**config.mk**
```make
export PLATFORM = sky130hd
export DESIGN_NAME = json_string_unescape_unit
export DESIGN_NICKNAME = d
export VERILOG_FILES = /design/src/hw/rtl/jsu_pkg.sv /design/src/hw/rtl/jsu_decode.sv /design/src/hw/rtl/json_string_unescape_unit.sv
export SDC_FILE = /design/constraint.sdc
export NUM_CORES = 1
export LEC_CHECK = 0
export BUFFER_PORTS_ARGS = -buffer_cell sky130_fd_sc_hd__buf_2
export CAP_MARGIN = 0
export CELL_PAD_IN_SITES_DETAIL_PLACEMENT = 0
export CELL_PAD_IN_SITES_GLOBAL_PLACEMENT = 1
export CORE_MARGIN = 2
export CORE_UTILIZATION = 35
export CTS_CLUSTER_DIAMETER = 50
export DETAILED_ROUTE_END_ITERATION = 8
export PLACE_DENSITY_LB_ADDON = 0.05
export SLEW_MARGIN = 20
export SYNTH_ARGS = -nofsm -noshare
export SYNTH_HDL_FRONTEND = slang
export SYNTH_SLANG_ARGS = --single-unit
```
**constraint.sdc**
```tcl
create_clock -name clk -period 4.29 [get_ports clk]
set_input_delay 0.6435 -clock clk [delete_from_list [all_inputs] [get_ports clk]]
set_output_delay 0.6435 -clock clk [all_outputs]
set_load 0.1 [all_outputs]
```
**src/hw/rtl/jsu_pkg.sv**
```systemverilog
// Shared types, codes and character constants for the JSON string unescaper.
// No dependencies; imported by jsu_decode and json_string_unescape_unit.
`timescale 1ns / 1ps
`default_nettype none

package jsu_pkg;

  // Scanner mode. Codes 6 and 7 are unused and decode as normal text.
  typedef enum logic [2:0] {
    MODE_TEXT = 3'd0,
    MODE_ESC  = 3'd1,
    MODE_HEX1 = 3'd2,
    MODE_HEX2 = 3'd3,
    MODE_HEX3 = 3'd4,
    MODE_HEX4 = 3'd5
  } mode_t;

  typedef enum logic [2:0] {
    KIND_BYTE   = 3'd0,
    KIND_END    = 3'd1,
    KIND_CTRL   = 3'd2,
    KIND_BADESC = 3'd3,
    KIND_BADHEX = 3'd4
  } kind_t;

  localparam logic [7:0] CH_QUOTE = 8'h22;
  localparam logic [7:0] CH_BSLASH = 8'h5C;
  localparam logic [7:0] CH_SLASH = 8'h2F;
  localparam logic [7:0] CH_LC_B = 8'h62;
  localparam logic [7:0] CH_LC_F = 8'h66;
  localparam logic [7:0] CH_LC_N = 8'h6E;
  localparam logic [7:0] CH_LC_R = 8'h72;
  localparam logic [7:0] CH_LC_T = 8'h74;
  localparam logic [7:0] CH_LC_U = 8'h75;
  localparam logic [7:0] CH_DEL = 8'h7F;
  localparam logic [7:0] CH_SPACE = 8'h20;

  localparam logic [7:0] CODE_BS = 8'h08;
  localparam logic [7:0] CODE_FF = 8'h0C;
  localparam logic [7:0] CODE_LF = 8'h0A;
  localparam logic [7:0] CODE_CR = 8'h0D;
  localparam logic [7:0] CODE_TAB = 8'h09;

  typedef struct packed {
    logic       ok;
    logic [3:0] digit;
  } hex_t;

  // One decoded result of the scanner.
  typedef struct packed {
    logic       emit;
    kind_t      kind;
    logic [7:0] value;
  } res_t;

  function automatic hex_t hex_decode(input logic [7:0] c);
    hex_t h;
    h.ok = 1'b1;
    h.digit = 4'd0;
    if (c >= 8'h30 && c <= 8'h39) begin
      h.digit = 4'(c - 8'h30);
    end else if (c >= 8'h61 && c <= 8'h66) begin
      h.digit = 4'(c - 8'h57);
    end else if (c >= 8'h41 && c <= 8'h46) begin
      h.digit = 4'(c - 8'h37);
    end else begin
      h.ok = 1'b0;
    end
    return h;
  endfunction

endpackage

`default_nettype wire

```
**src/hw/rtl/jsu_decode.sv**
```systemverilog
// Next-state and result logic of the unescaper for one byte.
// Depends on jsu_pkg.
`timescale 1ns / 1ps
`default_nettype none

module jsu_decode (
  input  wire jsu_pkg::mode_t mode,
  input  wire [7:0]           acc,
  input  wire [7:0]           c,
  output jsu_pkg::mode_t      mode_next,
  output logic [7:0]          acc_next,
  output jsu_pkg::res_t       res
);
  import jsu_pkg::*;

  hex_t       h;
  logic [7:0] acc_sh;

  assign h = hex_decode(c);
  assign acc_sh = {acc[3:0], h.digit};

  always_comb begin
    mode_next = MODE_TEXT;
    acc_next = acc;
    res.emit = 1'b0;
    res.kind = KIND_BYTE;
    res.value = 8'd0;
    unique case (mode) inside
      MODE_ESC: begin
        res.emit = 1'b1;
        case (c)
          CH_QUOTE:  res.value = CH_QUOTE;
          CH_BSLASH: res.value = CH_BSLASH;
          CH_SLASH:  res.value = CH_SLASH;
          CH_LC_B:   res.value = CODE_BS;
          CH_LC_F:   res.value = CODE_FF;
          CH_LC_N:   res.value = CODE_LF;
          CH_LC_R:   res.value = CODE_CR;
          CH_LC_T:   res.value = CODE_TAB;
          CH_LC_U: begin
            res.emit = 1'b0;
            mode_next = MODE_HEX1;
            acc_next = 8'd0;
          end
          default:   res.kind = KIND_BADESC;
        endcase
      end
      MODE_HEX1, MODE_HEX2, MODE_HEX3, MODE_HEX4: begin
        if (!h.ok) begin
          acc_next = 8'd0;
          res.emit = 1'b1;
          res.kind = KIND_BADHEX;
        end else if (mode == MODE_HEX4) begin
          acc_next = 8'd0;
          res.emit = 1'b1;
          res.value = acc_sh;
        end else begin
          acc_next = acc_sh;
          mode_next = mode_t'(mode + 3'd1);
        end
      end
      default: begin
        // normal text
        res.emit = 1'b1;
        if (c == CH_QUOTE) begin
          res.kind = KIND_END;
        end else if (c == CH_BSLASH) begin
          res.emit = 1'b0;
          mode_next = MODE_ESC;
        end else if (c < CH_SPACE || c == CH_DEL) begin
          res.kind = KIND_CTRL;
        end else begin
          res.value = c;
        end
      end
    endcase
  end

endmodule

`default_nettype wire

```
**src/hw/rtl/json_string_unescape_unit.sv**
```systemverilog
// Top level of the JSON string unescaper: input register, scanner state,
// result register. Depends on jsu_pkg and jsu_decode.
`timescale 1ns / 1ps
`default_nettype none

// Decodes the body of a JSON string, one byte per request, starting just
// after the opening quote. Each byte gives zero or one result: a decoded
// byte (kind 0), end of string on a closing quote (kind 1), or an error
// for a raw control byte (kind 2), an unknown escape (kind 3) or a non-hex
// digit in \u (kind 4). last is set on every kind but 0, and after it the
// scanner is back in its start state for the next string. A backslash,
// the u of \u and the first three digits of \u give no result; \u yields
// only the low byte of its code unit. Bytes 128-255 pass through.
// Rate: one byte per cycle sustained while out_stall holds nothing back. A
// byte sits in the input register until the result register can take it,
// is decoded against the scanner mode, and its result lands in the result
// register, from which it leaves. The result register is the only place a
// stall backs up, so out_stall reaches in_stall only when both registers
// are full.
module json_string_unescape_unit (
  input  wire        clk,
  input  wire        rst,
  // input channel
  input  wire        in_valid,
  output logic       in_stall,
  input  wire  [7:0] char_in,
  // result channel
  output logic       out_valid,
  input  wire        out_stall,
  output logic [2:0] kind,
  output logic [7:0] value,
  output logic       last
);
  import jsu_pkg::*;

  // input register
  logic       hold_valid;
  logic [7:0] hold_char;

  // scanner state
  mode_t      mode;
  mode_t      mode_next;
  logic [7:0] acc;
  logic [7:0] acc_next;

  res_t       res;
  logic       out_free;  // result register can take a new entry
  logic       step;      // held byte is decoded this cycle

  assign out_free = !out_valid || !out_stall;
  assign step = hold_valid && out_free;
  // Input register frees whenever its byte is decoded.
  assign in_stall = hold_valid && !out_free;

  always_ff @(posedge clk) begin
    if (rst) begin
      hold_valid <= 1'b0;
    end else if (!in_stall) begin
      hold_valid <= in_valid;
    end
    if (!in_stall && in_valid) begin
      hold_char <= char_in;
    end
  end

  jsu_decode u_decode (
    .mode      (mode),
    .acc       (acc),
    .c         (hold_char),
    .mode_next (mode_next),
    .acc_next  (acc_next),
    .res       (res)
  );

  always_ff @(posedge clk) begin
    if (rst) begin
      mode <= MODE_TEXT;
      acc <= 8'd0;
    end else if (step) begin
      mode <= mode_next;
      acc <= acc_next;
    end
  end

  // result register; a byte without a result simply drains
  always_ff @(posedge clk) begin
    if (rst) begin
      out_valid <= 1'b0;
    end else if (out_free) begin
      out_valid <= step && res.emit;
    end
    if (step && res.emit) begin
      kind <= res.kind;
      value <= res.value;
      last <= (res.kind != KIND_BYTE);
    end
  end

endmodule

`default_nettype wire

```
==> results.md, run 1 <==
- Cells after synthesis: 180
- Sequential fraction of the synthesis area: 0.425
- Share of post-route cells with drive strength above 1: 0.249
- RSZ-0062 raised after global routing: false
- Top cell type's share of synthesized area: 0.327
- Final ANT Viol Nets: 0
- Placed Area: 1980 µm²
- Clock Latency Late Sink: 0.28 ns
- Final setup viols: 0
- Die Ht: ~76 µm
- Cts repair resizes: 0
- Outcome: finished, final reports clean
- Area grow syn2layout: 12.8%
- CP max-delay cell: edfxtp_1
- Worst-Margin Slew: 0.663 ns
- Syn Nets: 197
- Critical path class: reg -> reg
- Worst path bufs/invs: 2
- Setup Skew: approximately 0.006 ns
- Ports: 26
- Max-slew headroom: 0.558
- Vias in the first global route: approximately 1500
- Distinct cells, synth: 61
- DRC: 0
- Gr usage total: 0.163
- Clock-pin slew on the worst setup and hold paths: 0.07 ns
- Hold_buf cts: 0
- Gr ovfl total: 0
- Routed vias/inst: 5.54
- Fillers: between 500 and 600
- Synth Cell Area: 1840 µm²
- Area contributors post-synth: edfxtp_1 33%, dfxtp_1 9.8%, ha_1 3.4%
- Critical path peak fanout: 12
- Setup total negative slack: 0 ns
- TritonCTS Sinks: 29
- DP Wirelength: 3390 µm
- H-tree depth: 2
- Wire per inst: 16.5 µm
- Most common cell in the synthesized netlist: edfxtp_1
- Die width: 76.4 µm
- Worst EP arrival: about 2.7 ns
- CTS root buf: clkbuf_8
- Post-synth EDFFs: 20
- Final hold vios: 0
- Area of the multi-input gates: 960 µm²
- Most frequent CP cell: inv_1
- Die ar.: 5840 µm²
- Antenna cells: 0
- CTS tree: yes
- Pre-antenna DRT Iters: 4
- Critical path endpoint category: register
- Initial Util: 0.362
- Most frequent cells after synthesis: 20 x edfxtp_1, 16 x nand2_1, 11 x nand3_1, 9 x dfxtp_1
- Vias: 1500
- CP Launch Type: register
- Number of max-cap violations: 0
- Starting DRT DRC Count: roughly 130
- Std cell rows: 26
- Post-route cell area: 2070 µm²
- CP Data Required Time: 4.22 ns
- Placeable Area: 5070 µm²
- CP delay by family, top: simple AND/OR/NAND/NOR gates
- Highest Clock Rate: 0.368 GHz
- #FFs+latches synth: 29
- Largest net degree at the start of global routing: 19
- Synth Area per Inst: 10.2 µm²
- Gpl congestion: 0.911
- Synthesis Warnings: 0
- Hold Crit Class: reg -> reg
- Drt total wl: 4480 µm
- Post-CTS Setup Bufs: 0
- Clock buffer count from CTS: 5
- Initial antenna violation count: 0
- Max VDD drop: 0.219 mV
- Minimum clock period: 2.72 ns
- Layout Nets: 217
- Reg area: roughly 780 µm²
- Dominant cell type by area after synthesis: edfxtp_1
- CP Cell Sequence: inv_1 -> ha_1 -> or3b_2 -> and3_1 -> nor3_4 -> o21ai_1 -> inv_1
- Number of port buffers: 25
- Final Util: 0.408
- Max-slew violations: 0
- PD cells: 345 nW/µm²
- Leak Pwr: 0.787 nW
- First-pass GRT wire length: 7400 µm
- Fin crit share: 0.633
- Clock buffer depth: 2
- Critical Path Max Stage Delay: 0.48 ns
- Post-synth ARST share: 0
- Ys flop type: edfxtp_1
-- kinds of logic (layout without fill, tap and decap cells) --
group / Yosys count / count (layout) / synth area share
mux: 1 / 1 / 0.00545
xor+xnor: 2 / 2 / 0.00955
fa+ha+maj: 5 / 5 / 0.0341
flops: 29 / 29 / 0.425
compound gates: 52 / 52 / 0.202
buf+inv: 19 / 40 / 0.0518
simple gates: 72 / 72 / 0.272
-- power by group --
group | leakage [nW] | switching [mW] | total (mW) | internal (mW)
Sequential | 0.265 | 0.0186 | 0.336 | 0.318
Clock | 0.0486 | 0.107 | 0.234 | 0.127
Combinational | 0.474 | 0.106 | 0.145 | 0.0392
-- metrics by stage --
step | power (mW) | hold slack (ns) | std cells | worst slack [ns]
6_report | 0.715 | 0.456 | 271 | 1.57
5_1_grt | 0.747 | 0.486 | 271 | 1.36
4_1_cts | 0.720 | 0.455 | 271 | 1.58
3_5_place_dp | 0.487 | 0.443 | 263 | 1.58
3_3_place_gp | 0.487 | 0.449 | 263 | 1.71
2_1_floorplan | 0.458 | 0.425 | 180 | 1.74
-- path summary, 6_finish.rpt --
kind / start / endpoint / slack [ns] / depth (start not counted)
min reg2reg: acc[3] / acc[3] / 0.46 / 2
min: acc[3] / acc[3] / 0.46 / 2
max: hold_char[0] / value[2] / 1.57 / 7
max reg2reg: hold_char[0] / value[2] / 1.57 / 7
-- layout by cell type, fill, tap and decap left out, drive strengths merged, types with 6 or more instances in the layout --
master	n
a21oi	7
buf	25
clkbuf	6
dfxtp	9
edfxtp	20
inv	7
nand2	16
nand3	12
nor2	6
o21ai	13
or3	6
-- worst register-to-register path, delay by kind of cell (launching register included) --
kind                       cells  cell delay [ns]
DFF                            1             0.48
buffers and inverters          2             0.57
AOI/OAI and AO/OA              1             0.12
and+or+nand+nor                3             0.94
adders and majority gates      1             0.26
-- registers in the layout, indices dropped and copies added, names as in the netlist --
register    flops
hold_char       8
hold_valid      1
value           8
acc             4
kind            3
last            1
out_valid       1
mode            3
-- layer usage --
metal	share of wire	GRT usage	vias up
met5	0	0	-
met4	0.022	0.0818	0
met3	0.059	0.0367	11
met2	0.47	0.260	63
met1	0.45	0.206	693
li1	-	-	733
-- layout make-up --
type	count	area share
Sequential cell	29	0.377
Timing Repair Buffer	25	0.0604
Multi-Input combinational cell	132	0.463
Inverter	7	0.0127
Clock buffer	6	0.0399
Clock inverter	2	0.00423
Tap cell	70	0.0423
(Power assumes the default switching activity.)
==> inputs of run 2 (changes only) <==
clock period = 2.39 ns   (was 4.29 ns; I/O delays follow)
==> results.md, run 2 (same netlist as run 1, synthesis figures left out) <==
- Outcome: finished, final reports clean
- H-tree depth: 2 (unchanged)
- Max-slew violations: 0 (unchanged)
- Placeable Area: 5070 µm² (unchanged)
- Max VDD drop: 0.314 mV (+43%)
- Setup total negative slack: 0 ns (unchanged)
- Clock-pin slew on the worst setup and hold paths: 0.06 ns (about the same)
- TritonCTS Sinks: 29 (unchanged)
- Share of post-route cells with drive strength above 1: 0.315 (+0.0663)
- Antenna cells: 0 (unchanged)
- Critical path class: reg -> reg
- Layout Nets: 235 (+8.3%)
- Commonest non-fill, non-tap cells in the layout: 25 x buf_2, 20 x edfxtp_1, 17 x buf_4
- Inst Count DP: 281 (+6.8%)
- Final ANT Viol Nets: 0 (unchanged)
- Gr ovfl total: 0 (unchanged)
- Pre-antenna DRT Iters: 4 (unchanged)
- Routed vias/inst: 5.33 (-3.7%)
- DP Wirelength: 3690 µm (+8.9%)
- Largest regs: hold_char x8, value x8, acc x4
- Wire per inst: 16.1 µm (-2.8%)
- Final setup viols: 0 (unchanged)
- CTS tree: yes
- Vias in the first global route: 1467 (+0.76%)
- Std cell rows: 26 (unchanged)
- Critical Path Max Stage Delay: 0.47 ns (about the same)
- CP Launch Type: register
- Clock buffer count from CTS: 5 (unchanged)
- DRC: 0 (unchanged)
- Die Ht: 76.4 µm (unchanged)
- Minimum clock period: 2.26 ns (-0.452 ns)
- Clock Latency Late Sink: 0.28 ns (about the same)
- Largest net degree at the start of global routing: 14 (-5)
- Setup Skew: 0.00631 ns (+0.000211 ns)
- RSZ-0062 raised after global routing: false
- CP Cell Sequence: inv_1 -> ha_2 -> or3b_2 -> and3_1 -> nor3_4 -> o21ai_1 -> inv_1 -> buf_12
- Final hold vios: 0 (unchanged)
- Hold_buf cts: 0 (unchanged)
- Die ar.: 5840 µm² (unchanged)
- Vias: 1540 (+2.7%)
- CTS root buf: clkbuf_8
- Ports: 26 (unchanged)
- Drt total wl: 4640 µm (+3.6%)
- First-pass GRT wire length: 7610 µm (+2.9%)
- Leading cell type in the layout, fill and taps excluded: buf_2
- CP delay by family, top: simple AND/OR/NAND/NOR gates
- Leak Pwr: 0.881 nW (+12%)
- CP max-delay cell: or3b_2
- Number of max-cap violations: 0 (unchanged)
- Initial Util: 0.362 (unchanged)
- Worst EP arrival: 2.25 ns (-0.40 ns)
- Number of port buffers: 25 (unchanged)
- Initial antenna violation count: 0 (unchanged)
- Max-slew headroom: 0.568 (+0.00980)
- Highest Clock Rate: 0.442 GHz (+20%)
- Post-CTS Setup Bufs: 0 (unchanged)
- Final cell count without fillers: 289 (+6.6%)
- Gr usage total: 0.168 (+0.00540)
- Starting DRT DRC Count: 64 (-49%)
- Critical path peak fanout: 12 (unchanged)
- CP Data Required Time: 2.38 ns (-1.84 ns)
- Worst-Margin Slew: 0.647 ns (-0.0160 ns)
- Hold Crit Class: in -> reg
- Worst path bufs/invs: 3 (+1)
- Cts repair resizes: 0 (unchanged)
- PD cells: 615 nW/µm² (+78%)
- Fin crit share: 0.947 (+0.314)
- Clock buffer depth: 2 (unchanged)
- Final Util: 0.441 (+0.0328)
- Area grow syn2layout: 21.9%
- Critical path endpoint category: register
- Die width: 76.4 µm (unchanged)
- Most frequent CP cell: inv_1
- Gpl congestion: 0.912 (about the same)
==> run 2: cell types whose count changed in the layout (fill, tap and decap cells not counted), sizes merged <==
cell    before  now
clkinv       2    1
bufinv       0    1
buf         25   43
==> run 2: final cells by class <==
cell class,instances,area (µm²)
multi-input combinational,132,963
tap,70,87.6
clock inverter,2,33.8
clock buffer,6,72.6
fill,530,2840
inverter,7,26.3
sequential,29,781
timing repair buffer,43,273
==> run 2: stage by stage <==
stage | worst slack (ns) | power, mW | cell area [µm²] | hold slack, ns
2_1_floorplan | 0.0231 | 0.822 | 1840 | 0.425
3_3_place_gp | 0.192 | 0.901 | 2130 | 0.459
3_5_place_dp | 0.146 | 0.899 | 2130 | 0.460
4_1_cts | 0.128 | 1.39 | 2230 | 0.245
5_1_grt | 0.0160 | 1.43 | 2240 | 0.241
6_report | 0.126 | 1.38 | 2240 | 0.251
==> run 2: metal layers <==
| layer | up-vias | global-route usage | part of all wire |
|---|---|---|---|
| met4 | 0 | 0.0582 | 0.013 |
| met1 | 713 | 0.225 | 0.46 |
| li1 | 775 | - | - |
| met3 | 5 | 0.0332 | 0.050 |
| met2 | 47 | 0.271 | 0.48 |
| met5 | - | 0 | 0 |
==> run 2: worst reg2reg max path, stage by stage, from the launching register on <==
cell,delay [ns]
edfxtp_1,0.42
inv_1,0.11
ha_2,0.21
or3b_2,0.47
and3_1,0.22
nor3_4,0.18
o21ai_1,0.11
inv_1,0.10
buf_12,0.14
==> run 2: final timing paths <==
kind                                endpoint  depth (start not counted)         start  slack [ns]
worst max register to register      value[1]                          8  hold_char[0]        0.13
worst min register to register        acc[3]                          2        acc[3]        0.47
worst min-delay path            hold_char[3]                          1    char_in[3]        0.25
worst max-delay path                value[1]                          8  hold_char[0]        0.13
==> run 2: power breakdown <==
group          internal (mW)  switching [mW]
sequential             0.570          0.0163
combinational         0.0914           0.211
clock                  0.307           0.180
